**src/hdl/rns_pkg.sv**
```systemverilog
`default_nettype none

package rns_pkg;

    localparam int TIMER_BITS  = 32;
    localparam int DEBOUNCE_W  = 20;
    localparam int PERIOD_W    = 32;
    localparam int ELAPSED_W   = 16;
    localparam int CFG_DATA_W  = 32;
    localparam int CFG_INDEX_W = 1;
    localparam int CMP_W       = (TIMER_BITS > PERIOD_W) ? TIMER_BITS : PERIOD_W;

    localparam logic [CFG_INDEX_W-1:0] REG_DEBOUNCE = 1'd0;
    localparam logic [CFG_INDEX_W-1:0] REG_PERIOD   = 1'd1;

    localparam logic [DEBOUNCE_W-1:0] DEBOUNCE_RESET = 20'd100000;
    localparam logic [PERIOD_W-1:0]   PERIOD_RESET   = 32'd120000000;

    typedef logic [1:0] cycle3_t;

    typedef struct packed {
        logic    led;
        cycle3_t step;
    } rot_state_t;

    function automatic cycle3_t next_of_three(input cycle3_t v);
        cycle3_t r;
        if (v == 2'd0 || v == 2'd3)
        begin
            r = 2'd1;
        end
        else
        begin
            r = v + 2'd1;
        end
        return r;
    endfunction

    function automatic logic [TIMER_BITS-1:0] sat_add(
        input logic [TIMER_BITS-1:0] a,
        input logic [ELAPSED_W-1:0]  b
    );
        logic [TIMER_BITS:0] s;
        s = {1'b0, a} + (TIMER_BITS+1)'(b);
        return s[TIMER_BITS] ? {TIMER_BITS{1'b1}} : s[TIMER_BITS-1:0];
    endfunction

    // active-low mask: first count nozzles cleared, rotated to start at step
    function automatic logic [2:0] off_mask(input cycle3_t step, input cycle3_t count);
        logic [2:0] base;
        logic [2:0] r;
        case (count)
            2'd1:    base = 3'b110;
            2'd2:    base = 3'b100;
            2'd3:    base = 3'b000;
            default: base = 3'b111;
        endcase
        case (step)
            2'd2:    r = {base[1:0], base[2]};
            2'd3:    r = {base[0], base[2:1]};
            default: r = base;
        endcase
        return r;
    endfunction

endpackage

`default_nettype wire

```
**src/hdl/rns_debounce.sv**
```systemverilog
`default_nettype none

module rns_debounce (
    input  wire logic                          clk,
    input  wire logic                          rst_n,
    input  wire logic                          step_en,
    input  wire logic                          button_level,
    input  wire logic [rns_pkg::ELAPSED_W-1:0] elapsed_us,
    input  wire logic [rns_pkg::DEBOUNCE_W-1:0] debounce_us,
    output rns_pkg::cycle3_t                   count_next
);
    import rns_pkg::*;

    logic                  stable_reg;
    logic                  stable_next;
    logic [TIMER_BITS-1:0] timer_reg;
    logic [TIMER_BITS-1:0] timer_next;
    cycle3_t               count_reg;

    always_comb
    begin
        if (button_level != stable_reg)
        begin
            timer_next = sat_add(timer_reg, elapsed_us);
        end
        else
        begin
            timer_next = '0;
        end
        stable_next = (timer_next >= TIMER_BITS'(debounce_us)) ? button_level : stable_reg;
        // falling edge of the stable level
        count_next = (stable_reg && !stable_next) ? next_of_three(count_reg) : count_reg;
    end

    always_ff @(posedge clk or negedge rst_n)
    begin
        if (!rst_n)
        begin
            stable_reg <= 1'b0;
            timer_reg  <= '0;
            count_reg  <= 2'd1;
        end
        else if (step_en)
        begin
            stable_reg <= stable_next;
            timer_reg  <= timer_next;
            count_reg  <= count_next;
        end
    end

endmodule

`default_nettype wire

```
**src/hdl/rns_rotator.sv**
```systemverilog
`default_nettype none

module rns_rotator (
    input  wire logic                          clk,
    input  wire logic                          rst_n,
    input  wire logic                          step_en,
    input  wire logic [rns_pkg::ELAPSED_W-1:0] elapsed_us,
    input  wire logic [rns_pkg::PERIOD_W-1:0]  period_us,
    output rns_pkg::rot_state_t                rot_next
);
    import rns_pkg::*;

    logic [TIMER_BITS-1:0] timer_reg;
    logic [TIMER_BITS-1:0] timer_next;
    rot_state_t            rot_reg;

    always_comb
    begin
        if (CMP_W'(timer_reg) < CMP_W'(period_us))
        begin
            timer_next = sat_add(timer_reg, elapsed_us);
            rot_next   = rot_reg;
        end
        else
        begin
            timer_next    = '0;
            rot_next.led  = !rot_reg.led;
            rot_next.step = next_of_three(rot_reg.step);
        end
    end

    always_ff @(posedge clk or negedge rst_n)
    begin
        if (!rst_n)
        begin
            timer_reg    <= '0;
            rot_reg.led  <= 1'b1;
            rot_reg.step <= 2'd1;
        end
        else if (step_en)
        begin
            timer_reg <= timer_next;
            rot_reg   <= rot_next;
        end
    end

endmodule

`default_nettype wire

```
**src/hdl/rotating_nozzle_sequencer_unit.sv**
```systemverilog
`default_nettype none
// path: input accept into the input register, then the result register (held on stall)
// throughput: one item per cycle unless the output stalls (out_valid high, out_ready low)
// in_ready follows out_ready combinationally through step_en, so the sides are not decoupled
// reset: async active low; stable level 0, nozzle count 1, step 1, led on,
// timers cleared, debounce_us 100000, period_us 120000000

module rotating_nozzle_sequencer_unit (
    input  wire logic                            clk,
    input  wire logic                            rst_n,
    input  wire logic                            cfg_write,
    input  wire logic [rns_pkg::CFG_INDEX_W-1:0] cfg_index,
    input  wire logic [rns_pkg::CFG_DATA_W-1:0]  cfg_data,
    input  wire logic                            in_valid,
    output logic                                 in_ready,
    input  wire logic                            button_level,
    input  wire logic [rns_pkg::ELAPSED_W-1:0]   elapsed_us,
    output logic                                 out_valid,
    input  wire logic                            out_ready,
    output logic                                 led_level,
    output logic [2:0]                           nozzle_off_mask,
    output logic [1:0]                           active_nozzles,
    output logic [1:0]                           current_step
);
    import rns_pkg::*;

    logic [DEBOUNCE_W-1:0] debounce_us_reg;
    logic [PERIOD_W-1:0]   period_us_reg;

    logic                 in_valid_reg;
    logic                 button_reg;
    logic [ELAPSED_W-1:0] elapsed_reg;

    logic       out_valid_reg;
    logic       led_reg;
    logic [2:0] mask_reg;
    cycle3_t    count_reg;
    cycle3_t    step_reg;

    logic       step_en;
    cycle3_t    count_next;
    rot_state_t rot_next;

    assign step_en  = in_valid_reg && (!out_valid_reg || out_ready);
    assign in_ready = !in_valid_reg || step_en;

    always_ff @(posedge clk or negedge rst_n)
    begin
        if (!rst_n)
        begin
            debounce_us_reg <= DEBOUNCE_RESET;
            period_us_reg   <= PERIOD_RESET;
        end
        else if (cfg_write)
        begin
            unique case (cfg_index)
                REG_DEBOUNCE: debounce_us_reg <= cfg_data[DEBOUNCE_W-1:0];
                REG_PERIOD:   period_us_reg   <= cfg_data[PERIOD_W-1:0];
                default:      ;
            endcase
        end
    end

    always_ff @(posedge clk or negedge rst_n)
    begin
        if (!rst_n)
        begin
            in_valid_reg <= 1'b0;
        end
        else if (in_ready)
        begin
            in_valid_reg <= in_valid;
        end
    end

    always_ff @(posedge clk)
    begin
        if (in_valid && in_ready)
        begin
            button_reg  <= button_level;
            elapsed_reg <= elapsed_us;
        end
    end

    rns_debounce u_debounce (
        .clk          (clk),
        .rst_n        (rst_n),
        .step_en      (step_en),
        .button_level (button_reg),
        .elapsed_us   (elapsed_reg),
        .debounce_us  (debounce_us_reg),
        .count_next   (count_next)
    );

    rns_rotator u_rotator (
        .clk        (clk),
        .rst_n      (rst_n),
        .step_en    (step_en),
        .elapsed_us (elapsed_reg),
        .period_us  (period_us_reg),
        .rot_next   (rot_next)
    );

    always_ff @(posedge clk or negedge rst_n)
    begin
        if (!rst_n)
        begin
            out_valid_reg <= 1'b0;
        end
        else if (step_en)
        begin
            out_valid_reg <= 1'b1;
        end
        else if (out_ready)
        begin
            out_valid_reg <= 1'b0;
        end
    end

    always_ff @(posedge clk)
    begin
        if (step_en)
        begin
            led_reg   <= rot_next.led;
            mask_reg  <= off_mask(rot_next.step, count_next);
            count_reg <= count_next;
            step_reg  <= rot_next.step;
        end
    end

    assign out_valid       = out_valid_reg;
    assign led_level       = led_reg;
    assign nozzle_off_mask = mask_reg;
    assign active_nozzles  = count_reg;
    assign current_step    = step_reg;

endmodule

`default_nettype wire
```
**config.mk**
```make
export PLATFORM = sky130hd
export DESIGN_NAME = rotating_nozzle_sequencer_unit
export DESIGN_NICKNAME = d
export VERILOG_FILES = /design/src/hdl/rns_pkg.sv /design/src/hdl/rns_debounce.sv /design/src/hdl/rns_rotator.sv /design/src/hdl/rotating_nozzle_sequencer_unit.sv
export SDC_FILE = /design/constraint.sdc
export NUM_CORES = 1
export LEC_CHECK = 0
export ABC_AREA = 1
export BUFFER_PORTS_ARGS = -buffer_cell sky130_fd_sc_hd__buf_2
export CAP_MARGIN = 0
export CORE_MARGIN = 8
export CORE_UTILIZATION = 55
export DETAILED_ROUTE_END_ITERATION = 10
export PLACE_DENSITY_LB_ADDON = 0.12
export SYNTH_ARGS = -nofsm -noshare
export SYNTH_HDL_FRONTEND = slang
export SYNTH_SLANG_ARGS = --single-unit
```
**constraint.sdc**
```tcl
create_clock -name clk -period 5.15 [get_ports clk]
set_clock_uncertainty 0.05 [all_clocks]
set_input_delay 0.2575 -clock clk [delete_from_list [all_inputs] [get_ports clk]]
set_output_delay 0.2575 -clock clk [all_outputs]
set_load 0.02 [all_outputs]
```
==> summary.txt, run 1 <==
Yosys
  – Cell area after synthesis: between 10000 and 15000 sq um
  – Register bit total from synthesis: around 150
  – Yosys top cell area share: 26.3%
  – Prevailing post-synth register cell: dfrtp_1
  – Avg Inst Size Synth: approximately 7.5 sq um
  – Most area-consuming cells after synthesis: dfrtp_1 (26%), nand2_1 (15%), ha_1 (11%), edfxtp_1 (7.5%), inv_1 (7.4%)
  – Register area share after synthesis: approximately two fifths
  – Post-synth EDFFs: 25
  – Syn_nets: around 1500
  – Synth Warn #: 0
  – Most common cell in the netlist: nand2_1
  – Most frequent cells after synthesis: nand2_1 (393), inv_1 (196), o21ai_0 (109), dfrtp_1 (105), ha_1 (85)
  – Synth Instances: roughly 1300
  – Synth cell types: 53
  – Area leader, netlist: dfrtp_1
  – Fraction of registers with async set/reset: 83.2%

Route
  – Wire length on met1: roughly 11 mm
  – Total vias in the final route: 8611
  – Wire length per cell: roughly 15 microns
  – Top layer in use: met4
  – Met3 WL: slightly above 800 microns
  – Routed WL: ~25 mm
  – Drt via density: between 5 and 6
  – Post-route ant nets: 0
  – WL met2: 12.1 mm
  – Initial DRC count: 541
  – DRC viols: 0
  – DR pass1 iterations: 5

Global route
  – Initial antenna violation count: 0
  – Vias in the first global route: roughly 8400
  – Global-route wire length before repair: 41.0 mm
  – Grt ovf: 0
  – Tot GR Track Use: a little under a quarter
  – Largest net degree at the start of global routing: 80

Timing
  – Setup Viol. Count Final: 0
  – Slew Limit Fails: 0
  – Crit path time final: ~4300 ps
  – RSZ-0062 raised after global routing: false
  – Fin. Hold Viols: 0
  – Fmax: ~230 MHz
  – Period utilization: 83.7%
  – Setup tns final: 0 ps
  – Worst rel slew slack: around 22%
  – Actual slew at the worst max-slew pin: between 1000 and 1500 ps

Clock tree
  – Root buffer cell: clkbuf_16
  – H-tree lvl count: 4
  – Clock buffer count from CTS: 17
  – Clock Sinks: roughly 150
  – Clock Tree Buf Depth: 2
  – Clock latency on the worst-skew pair: 440 ps
  – CTS tree: built
  – CTS clock-pin slew for the worst setup and hold paths: 60 ps

Worst setup path
  – Reg2reg setup slack: between 800 and 900 ps
  – End of the worst register-to-register path: nozzle_off_mask[0]
  – Worst Path Class, Setup: flop to flop
  – Worst EP arrival: 4450 ps
  – Worst path required time: between 5000 and 6000 ps
  – Crit. End Element: flop
  – Critical path's top delay family: simple AND/OR/NAND/NOR gates
  – Crit path launch: elapsed_reg[0]
  – Crit path launch type: flop
  – Worst r2r src: elapsed_reg[0]
  – Critical path buffers and inverters: 1
  – Levels on crit path: 32
  – Slowest-stage cell, CP: edfxtp_1
  – Worst Setup EP: nozzle_off_mask[0]
  – Crit path max fanout: 19
  – Crit path top cell by count: nand2_1
  – Slowest stage delay, CP: slightly above 400 ps
  – Reg2reg path depth: 32

Placed design
  – Post-DP Area: 10500 sq um
  – Port Buffers: 64
  – RD Place Congestion: 0.937
  – DP HPWL: ~19 mm

Floorplan
  – Io pins: 65
  – Die area: 22800 sq um
  – Die H: 151 microns
  – Initial Util: around 56%
  – Num rows: roughly 50
  – Die X: 151 microns
  – Core area: 17900 sq um

Layout
  – Total Nets Final: between 1500 and 2000
  – Area growth from synthesis to layout: 13.7%
  – Ant diodes: 0
  – Layout cell share with drive strength beyond 1: 12.4%
  – Cell area after layout: 11400 sq um

Pwr
  – Peak VDD IR: ~0.29 mV
  – Lkg Pwr: between 5 and 6 nW
  – Pwr/cell area: 470 nW/um^2
  – Pwr Total: roughly 5.3 mW

Outcome
  – Status: completed

Min path
  – WHS Path Cells: 3
  – HP Class: input pin to flop

Job
  – Max-cap violations: 0
through the flow:
| stage | setup WS, ps | utilization, % | std cells | hold slack, ps |
|---|---|---|---|---|
| after floorplan | 1200 | - | 1326 | -88.1 |
| after global placement | 995 | 58.8 | 1594 | 384 |
| after detailed placement | 861 | 58.8 | 1594 | 386 |
| after CTS | 839 | 63.5 | 1650 | 3.31 |
| after global routing | 366 | 63.5 | 1650 | 16.8 |
| final | 837 | 63.5 | 1650 | 12.2 |
cell usage in the layout, fill, tap and decap left out, types with 4 or more instances in the layout:
| cell | synthesis | final |
|---|---|---|
| o21ai_0 | 109 | 109 |
| dfrtp_1 | 105 | 105 |
| nor2_2 | 6 | 6 |
| clkbuf_16 | 0 | 18 |
| nor3_1 | 22 | 22 |
| nand3_2 | 8 | 8 |
| nand4_1 | 13 | 13 |
| dfstp_2 | 19 | 19 |
| buf_2 | 3 | 63 |
| ha_1 | 85 | 85 |
| inv_6 | 0 | 4 |
| a211oi_1 | 6 | 6 |
| o21ai_1 | 5 | 5 |
| dlygate4sd3_1 | 0 | 24 |
| a21oi_1 | 74 | 74 |
| nand2_4 | 5 | 5 |
| inv_2 | 8 | 8 |
| a21o_1 | 4 | 4 |
| buf_4 | 1 | 7 |
| nand2_2 | 6 | 8 |
| xnor2_1 | 18 | 18 |
| edfxtp_1 | 25 | 25 |
| nor2_1 | 70 | 70 |
| nand2_1 | 393 | 391 |
| nand3_1 | 57 | 57 |
| inv_1 | 196 | 196 |
| xor2_1 | 17 | 17 |
report_power, final:
group,total [mW],switching [mW],internal (mW)
clock,1.27,0.549,0.722
sequential,1.73,0.224,1.50
combinational,2.34,1.46,0.886
total,5.34,2.23,3.11
worst min-delay path by stage:
| stage | startpoint | end | slack, ps |
|---|---|---|---|
| global placement | elapsed_us[2] | elapsed_reg[2] | 380 |
| CTS | cfg_data[25] | period_us_reg[25] | 3 |
| detailed placement | elapsed_us[3] | elapsed_reg[3] | 390 |
| finish | cfg_data[16] | period_us_reg[16] | 10 |
| global route | cfg_data[26] | period_us_reg[26] | 20 |
| floorplan | rst_n | debounce_us_reg[0] | -90 |
layer usage:
layer,up-vias,track usage [%]
li1,4438,-
met3,43,4.24
met5,-,0
met4,0,8.31
met2,170,39.0
met1,3960,28.4
repair_timing:
| action | 4_1_cts | 5_1_grt |
|---|---|---|
| hold buffers | 24 | 0 |
| resized for setup | 0 | 0 |
| setup buffers | 0 | 0 |
| endpoints found under the setup margin | 0 | 0 |
| endpoints found under the hold margin | 35 | 0 |
logic make-up after synthesis:
group                    after synthesis  synth area share [%]
buffers and inverters                236                  9.00
AO/OA/AOI/OAI                        221                  12.0
adder cells (fa/ha/maj)               87                  11.0
XOR/XNOR                              35                  3.06
flip-flops                           149                  38.8
AND/OR/NAND/NOR                      598                  26.1
final cells by class:
| class | instances | area [sq um] |
|---|---|---|
| Fill cell | 1615 | 6530 |
| Tap cell | 229 | 287 |
| Clock buffer | 19 | 464 |
| Inverter | 205 | 769 |
| Sequential cell | 149 | 3880 |
| Timing Repair Buffer | 94 | 608 |
| Multi-Input combinational cell | 941 | 5230 |
| Clock inverter | 13 | 135 |
worst min-delay path: stages:
cell	delay (ps)
buf_2	90
inv_1	50
o21ai_0	80
(Power assumes the default switching activity.)
==> inputs of run 2 (changes only) <==
==> constraint.sdc (replaced) <==
create_clock -name clk -period 3.95 [get_ports clk]
set_clock_uncertainty 0.05 [all_clocks]
set_input_delay 0.1975 -clock clk [delete_from_list [all_inputs] [get_ports clk]]
set_output_delay 0.1975 -clock clk [all_outputs]
set_load 0.02 [all_outputs]
==> run 2 against run 1 <==
Sequential cell count unchanged. Combinational power up 46%. First-iteration DRC count increased by 16%. Core utilization is 4.1 points higher. Clock power grew 28%. Total power up 37%. Register-to-register slack worse by 770 ps. Count of clock-buffer cells in the layout fell by 1. Wire length rose by 5.4%. Global-route usage is 1.0 points higher. Largest cell class unchanged.
==> summary.txt, run 2 (same netlist as run 1, synthesis figures left out) <==
Outcome
  – Status: completed (unchanged)

Layout
  – Final std cells w/o fill: 1702 (was 1650)
  – Commonest non-fill, non-tap cell in the layout: nand2_1 (unchanged)
  – Ant diodes: 0 (unchanged)
  – Post-route core utilization: 67.6% (was 63.5%)
  – Most frequent cells in the layout: nand2_1 (382), inv_1 (195), o21ai_0 (108), dfrtp_1 (105), ha_1 (72) (was nand2_1 (391), inv_1 (196), o21ai_0 (109), dfrtp_1 (105), ha_1 (85))
  – Area growth from synthesis to layout: 20.9% (was 13.7%)
  – Layout cell share with drive strength beyond 1: 16.6% (was 12.4%)
  – Total Nets Final: 1602 (was 1550)
  – Fill cells: 1486 (was 1615)

Clock tree
  – Clock Tree Buf Depth: 2 (unchanged)
  – CTS tree: built (unchanged)
  – CTS clock-pin slew for the worst setup and hold paths: 70 ps (was 60 ps)
  – Clock buffer count from CTS: 17 (unchanged)
  – Root buffer cell: clkbuf_16 (unchanged)
  – Clock Sinks: 149 (unchanged)
  – H-tree lvl count: 4 (unchanged)
  – Clock latency on the worst-skew pair: 440 ps (about the same)

Timing
  – Setup tns final: 0 ps (unchanged)
  – Setup Viol. Count Final: 0 (unchanged)
  – Slew Limit Fails: 0 (unchanged)
  – Fmax: 258 MHz (was 232 MHz)
  – Crit path time final: 3880 ps (was 4310 ps)
  – Period utilization: 98.3% (was 83.7%)
  – Fin. Hold Viols: 0 (unchanged)
  – Actual slew at the worst max-slew pin: 1210 ps (was 1160 ps)
  – RSZ-0062 raised after global routing: true (was false)
  – PnR worst setup slack: 68.3 ps (was 837 ps)
  – Worst rel slew slack: 19.2% (was 22.5%)

Worst setup path
  – Crit path max fanout: 5 (was 19)
  – Worst r2r src: elapsed_reg[0] (unchanged)
  – Worst Path Class, Setup: flop to flop (unchanged)
  – Slowest-stage cell, CP: edfxtp_1 (unchanged)
  – Worst EP arrival: 4010 ps (was 4450 ps)
  – Reg2reg setup slack: 70 ps (was 840 ps)
  – Crit. End Element: flop (unchanged)
  – Slowest stage delay, CP: 440 ps (was 410 ps)
  – Crit path top cell by count: nand2_1 (unchanged)
  – Crit path launch type: flop (unchanged)
  – End of the worst register-to-register path: nozzle_off_mask[0] (unchanged)
  – Worst path required time: 4080 ps (was 5280 ps)
  – Reg2reg path depth: 33 (was 32)

Global route
  – Initial antenna violation count: 0 (unchanged)
  – Largest net degree at the start of global routing: 66 (was 80)
  – Vias in the first global route: 8962 (was 8446)
  – Global-route wire length before repair: 43.2 mm (was 41.0 mm)
  – Tot GR Track Use: 23.9% (was 22.9%)
  – Grt ovf: 0 (unchanged)

Pwr
  – Pwr/cell area: 604 nW/um^2 (was 470 nW/um^2)
  – Pwr Total: 7.31 mW (was 5.34 mW)
  – Lkg Pwr: 6.17 nW (was 5.91 nW)
  – Peak VDD IR: 0.507 mV (was 0.286 mV)

Placed design
  – Port Buffers: 64 (unchanged)
  – Placed insts: 1608 (was 1594)
  – DP HPWL: 18.8 mm (was 18.5 mm)
  – RD Place Congestion: 0.934 (was 0.937)
  – Pre-CTS setup slack: -71.1 ps (was 861 ps)

Route
  – Post-route ant nets: 0 (unchanged)
  – Wire length per cell: 15.4 microns (was 15.1 microns)
  – Initial DRC count: 626 (was 541)
  – Total vias in the final route: 9026 (was 8611)
  – DR pass1 iterations: 5 (unchanged)
  – DRC viols: 0 (unchanged)
  – Drt via density: 5.30 (was 5.22)
  – Routed WL: 26.3 mm (was 24.9 mm)

Floorplan
  – Die X: 151 microns (unchanged)
  – Die H: 151 microns (unchanged)
  – Initial Util: 55.9% (unchanged)
  – Die area: 22800 sq um (unchanged)
  – Num rows: 49 (unchanged)
  – Core area: 17900 sq um (unchanged)
  – Io pins: 65 (unchanged)

Min path
  – WHS Path Cells: 3 (unchanged)
  – HP Class: input pin to flop (unchanged)
  – Worst hold start: cfg_data[4] (was cfg_data[16])
  – Hold EP: debounce_us_reg[4] (was period_us_reg[16])

Job
  – Max-cap violations: 0 (unchanged)
## run 2: routing by layer
metal  global-route usage [%]  vias to the layer above  wire, microns
li1                         -                     4544              -
met1                     28.4                     4184          11300
met2                     41.5                      230          12900
met3                     3.56                       68           1020
met4                     12.0                        0           1140
met5                        0                        -              0
## run 2: where the power goes
group | switching (mW) | leakage (nW) | internal, mW
Sequential | 0.313 | 1.78 | 1.96
Combinational | 2.04 | 4.11 | 1.38
Clock | 0.749 | 0.285 | 0.871
Total | 3.10 | 6.17 | 4.20
## run 2: layout make-up
cell class / instances / area, sq um / share of cell area [%]
tap: 229 / 287 / 2.37
timing repair buffer: 146 / 1080 / 8.90
inverter: 205 / 769 / 6.36
multi-input combinational: 941 / 5520 / 45.6
clock inverter: 14 / 124 / 1.02
clock buffer: 18 / 450 / 3.72
sequential: 149 / 3880 / 32.0
## run 2: worst max-delay path by stage
| stage | startpoint | to | slack [ps] | cells past startpoint |
|---|---|---|---|---|
| floorplan | elapsed_reg[0] | nozzle_off_mask[0] | 3 | 33 |
| global placement | elapsed_reg[0] | nozzle_off_mask[1] | 50 | 32 |
| detailed placement | elapsed_reg[0] | nozzle_off_mask[0] | -70 | 32 |
| CTS | elapsed_reg[0] | nozzle_off_mask[0] | 30 | 33 |
| global route | elapsed_reg[0] | nozzle_off_mask[0] | -190 | 33 |
| finish | elapsed_reg[0] | nozzle_off_mask[0] | 70 | 33 |
## run 2: timing repair
action | CTS | global route
pin swaps | 0 | 20
endpoints found under the hold margin | 117 | 0
endpoints found under the setup margin | 4 | 8
gates resized for setup | 10 | 41
hold buffers | 49 | 0
buffers inserted | 1 | 12
gates cloned | 0 | 0
## run 2: metrics by stage
stage	hold slack [ps]	cell area (sq um)
after floorplan	-148	10000
after global placement	314	10700
after detailed placement	320	10700
after CTS	2.92	11800
after global routing	45.3	12100
final	26.5	12100
## run 2: worst max-delay path, delay by kind of cell, from the launching register on
| kind | cells | cell delay, ps |
|---|---|---|
| AND/OR/NAND/NOR | 29 | 2170 |
| buffers and inverters | 1 | 60 |
| flip-flops | 1 | 440 |
| adder cells (fa/ha/maj) | 3 | 900 |
==> inputs of run 3 (changes only) <==
--- a/config.mk
+++ b/config.mk
@@ -5,7 +5,7 @@
 export SDC_FILE = /design/constraint.sdc
 export NUM_CORES = 1
 export LEC_CHECK = 0
-export ABC_AREA = 1
+export ABC_AREA = 0
 export BUFFER_PORTS_ARGS = -buffer_cell sky130_fd_sc_hd__buf_2
 export CAP_MARGIN = 0
 export CORE_MARGIN = 8
==> run 3 against run 2 <==
Synthesized cell count fell by 26%. Wire length is 1.1% lower. Critical path type unchanged. Total power rose by 7.0%. Sequential share of layout area decreased by 0.19 points. Sequential power fell by 7%. Combinational power grew 15%. First-iteration DRC count rose by 4.2%. Area after synthesis is 6.4% lower. The run now ends with setup timing left. Core utilization increased by 5.6 points. Global-route usage increased by 0.58 points. Sequential cell count stayed put. Register-to-register slack worse by 880 ps.
==> summary.txt, run 3 <==
Yosys
  – Cell area after synthesis: 9360 sq um (was 10000 sq um)
  – Yosys top cell area share: 28.1% (was 26.3%)
  – Syn_nets: 1119 (was 1468)
  – Area leader, netlist: dfrtp_1 (unchanged)
  – Most frequent cells after synthesis: nand2_1 (123), dfrtp_1 (105), ha_1 (85), a21oi_1 (79), inv_1 (76) (was nand2_1 (393), inv_1 (196), o21ai_0 (109), dfrtp_1 (105), ha_1 (85))
  – Synth cell types: 71 (was 53)
  – Register bit total from synthesis: 149 (unchanged)
  – Synth Warn #: 0 (unchanged)
  – Synth Instances: 977 (was 1326)
  – Post-synth EDFFs: 25 (unchanged)
  – Most area-consuming cells after synthesis: dfrtp_1 (28%), ha_1 (11%), edfxtp_1 (8.0%), dfstp_2 (5.3%), nand2_1 (4.9%) (was dfrtp_1 (26%), nand2_1 (15%), ha_1 (11%), edfxtp_1 (7.5%), inv_1 (7.4%))
  – Most common cell in the netlist: nand2_1 (unchanged)
  – Prevailing post-synth register cell: dfrtp_1 (unchanged)
  – Register area share after synthesis: 41.4% (was 38.8%)
  – Fraction of registers with async set/reset: 83.2% (unchanged)
  – Avg Inst Size Synth: 9.58 sq um (was 7.54 sq um)

Route
  – DRC viols: 0 (unchanged)
  – DR pass1 iterations: 5 (unchanged)
  – Post-route ant nets: 0 (unchanged)
  – Drt via density: 5.71 (was 5.30)
  – Wire length per cell: 18.1 microns (was 15.4 microns)
  – Initial DRC count: 652 (was 626)
  – Total vias in the final route: 8188 (was 9026)
  – Routed WL: 26.0 mm (was 26.3 mm)

Layout
  – Post-route core utilization: 73.1% (was 67.6%)
  – Ant diodes: 0 (unchanged)
  – Area growth from synthesis to layout: 30.0% (was 20.9%)
  – Total Nets Final: 1343 (was 1602)
  – Layout cell share with drive strength beyond 1: 27.8% (was 16.6%)
  – Most frequent cells in the layout: nand2_1 (118), buf_4 (118), dfrtp_1 (105), ha_1 (84), inv_1 (76) (was nand2_1 (382), inv_1 (195), o21ai_0 (108), dfrtp_1 (105), ha_1 (72))

Min path
  – WHS Path Cells: 2 (was 3)
  – Hold EP: period_us_reg[0] (was debounce_us_reg[4])
  – Worst hold start: cfg_data[0] (was cfg_data[4])
  – HP Class: input pin to flop (unchanged)

Timing
  – Period utilization: 121% (was 98.3%)
  – Actual slew at the worst max-slew pin: 1160 ps (was 1210 ps)
  – Slew Limit Fails: 0 (unchanged)
  – Fin. Hold Viols: 0 (unchanged)
  – Fmax: 210 MHz (was 258 MHz)
  – Crit path time final: 4770 ps (was 3880 ps)
  – RSZ-0062 raised after global routing: true (unchanged)
  – Setup tns final: -5650 ps (was 0 ps)
  – PnR worst setup slack: -815 ps (was 68.3 ps)
  – Setup Viol. Count Final: 8 (was 0)
  – Worst rel slew slack: 22.5% (was 19.2%)

Outcome
  – Status: complete, but fails checks (was completed)
  – Failing checks: setup timing

Worst setup path
  – Reg2reg path depth: 22 (was 33)
  – Slowest-stage cell, CP: edfxtp_1 (unchanged)
  – End of the worst register-to-register path: nozzle_off_mask[1] (was nozzle_off_mask[0])
  – Critical path's top delay family: compound AO/OA/AOI/OAI gates (was simple AND/OR/NAND/NOR gates)
  – Worst path required time: 4080 ps (about the same)
  – Slowest stage delay, CP: 430 ps (was 440 ps)
  – Worst EP arrival: 4900 ps (was 4010 ps)
  – Crit path max fanout: 5 (unchanged)
  – Reg2reg setup slack: -820 ps (was 70 ps)
  – Crit path launch type: flop (unchanged)
  – Worst-path cell chain: ha_4 -> fa_2 -> a211oi_4 -> o21ai_2 -> a31oi_4 -> o21ai_4 -> buf_6 -> and2_4 -> nand3_4 -> a21oi_2 -> ha_1 -> a211oi_1 -> nor2_1 -> o21bai_1 -> a211oi_2 -> a211oi_2 -> nand4_1 -> nor4_4 -> o211a_1 -> o21ba_4 -> a21boi_2 -> o22ai_1
  – Worst Path Class, Setup: flop to flop (unchanged)
  – Crit. End Element: flop (unchanged)
  – Worst r2r src: elapsed_reg[0] (unchanged)
  – Crit path top cell by count: a211oi_2 (was nand2_1)
  – Critical path buffers and inverters: 1 (unchanged)

Floorplan
  – Die area: 21500 sq um (was 22800 sq um)
  – Die H: 146 microns (was 151 microns)
  – Io pins: 65 (unchanged)
  – Initial Util: 56.3% (was 55.9%)
  – Die X: 146 microns (was 151 microns)
  – Core area: 16600 sq um (was 17900 sq um)
  – Num rows: 47 (was 49)

Global route
  – Tot GR Track Use: 24.5% (was 23.9%)
  – Grt ovf: 0 (unchanged)
  – Initial antenna violation count: 0 (unchanged)
  – Vias in the first global route: 8309 (was 8962)
  – Global-route wire length before repair: 42.4 mm (was 43.2 mm)
  – Largest net degree at the start of global routing: 69 (was 66)

Clock tree
  – H-tree lvl count: 4 (unchanged)
  – CTS tree: built (unchanged)
  – Clock buffer count from CTS: 17 (unchanged)
  – Root buffer cell: clkbuf_16 (unchanged)
  – Clock Sinks: 149 (unchanged)
  – Clock latency on the worst-skew pair: 430 ps (was 440 ps)
  – Clock Tree Buf Depth: 2 (unchanged)
  – CTS clock-pin slew for the worst setup and hold paths: 60 ps (was 70 ps)

Pwr
  – Lkg Pwr: 5.82 nW (was 6.17 nW)
  – Pwr/cell area: 643 nW/um^2 (was 604 nW/um^2)
  – Peak VDD IR: 0.457 mV (was 0.507 mV)

Placed design
  – DP HPWL: 17.6 mm (was 18.8 mm)
  – Port Buffers: 64 (unchanged)
  – RD Place Congestion: 0.908 (was 0.934)

Job
  – Max-cap violations: 0 (unchanged)
[run 3: cells by family after synthesis]
| family | after synthesis | synth area share [%] |
|---|---|---|
| xor+xnor | 34 | 3.18 |
| flops | 149 | 41.4 |
| compound gates | 288 | 20.9 |
| buf+inv | 115 | 4.64 |
| mux | 41 | 4.90 |
| simple gates | 263 | 13.2 |
| fa+ha+maj | 87 | 11.8 |
[run 3: metrics by stage]
stage,setup WS (ps),power (mW),std cells,area [sq um],hold WS (ps)
global route,-1000,8.35,1434,12200,3.93
finish,-815,7.82,1434,12200,9.63
CTS,-754,7.68,1436,12100,2.14
detailed placement,-805,5.45,1327,10700,271
floorplan,-584,4.35,977,9430,-148
global placement,-678,5.37,1327,10700,267
[run 3: cell type report]
type | instances | area, sq um
Tap cell | 220 | 275
Sequential cell | 149 | 3880
Multi-Input combinational cell | 714 | 5280
Inverter | 78 | 293
Timing Repair Buffer | 241 | 1820
Clock inverter | 9 | 176
Clock buffer | 23 | 448
Fill cell | 1199 | 4470
[run 3: worst reg2reg max path: stages (launching register included)]
cell and delay (ps):
edfxtp_1 430, ha_4 190, fa_2 380, a211oi_4 260, o21ai_2 120, a31oi_4 210
o21ai_4 80, buf_6 130, and2_4 170, nand3_4 120, a21oi_2 90, ha_1 310
a211oi_1 310, nor2_1 100, o21bai_1 200, a211oi_2 120, a211oi_2 140, nand4_1 160
nor4_4 250, o211a_1 290, o21ba_4 160, a21boi_2 140, o22ai_1 80
[run 3: where the power goes]
| part | total [mW] | switching (mW) | internal [mW] |
|---|---|---|---|
| sequential | 2.12 | 0.228 | 1.89 |
| clock | 1.76 | 0.638 | 1.12 |
| combinational | 3.95 | 2.02 | 1.93 |
[run 3: repair_timing]
action                                  CTS  global route
cloned                                    1             0
endpoints found under the hold margin   107             0
gates resized for setup                  24            24
endpoints found under the setup margin    8            33
hold buffers                             49             0
pin swaps                                 5             6
setup buffers                            27             6
[run 3: layer usage]
layer / track usage [%] / vias up / part of all wire, %
met5: 0 / - / 0
met4: 9.89 / 0 / 3.1
met3: 5.44 / 63 / 5.8
met2: 39.7 / 263 / 47
met1: 31.2 / 3900 / 44
li1: - / 3962 / -
[run 3: worst max-delay path by stage]
stage	startpoint	end	slack, ps	cells past startpoint
5_1_grt	elapsed_reg[0]	nozzle_off_mask[1]	-1000	22
3_5_place_dp	elapsed_reg[0]	nozzle_off_mask[2]	-800	22
4_1_cts	elapsed_reg[0]	nozzle_off_mask[1]	-750	22
6_report	elapsed_reg[0]	nozzle_off_mask[1]	-820	22
2_1_floorplan	elapsed_reg[0]	nozzle_off_mask[1]	-580	22
3_3_place_gp	elapsed_reg[0]	nozzle_off_mask[2]	-680	22
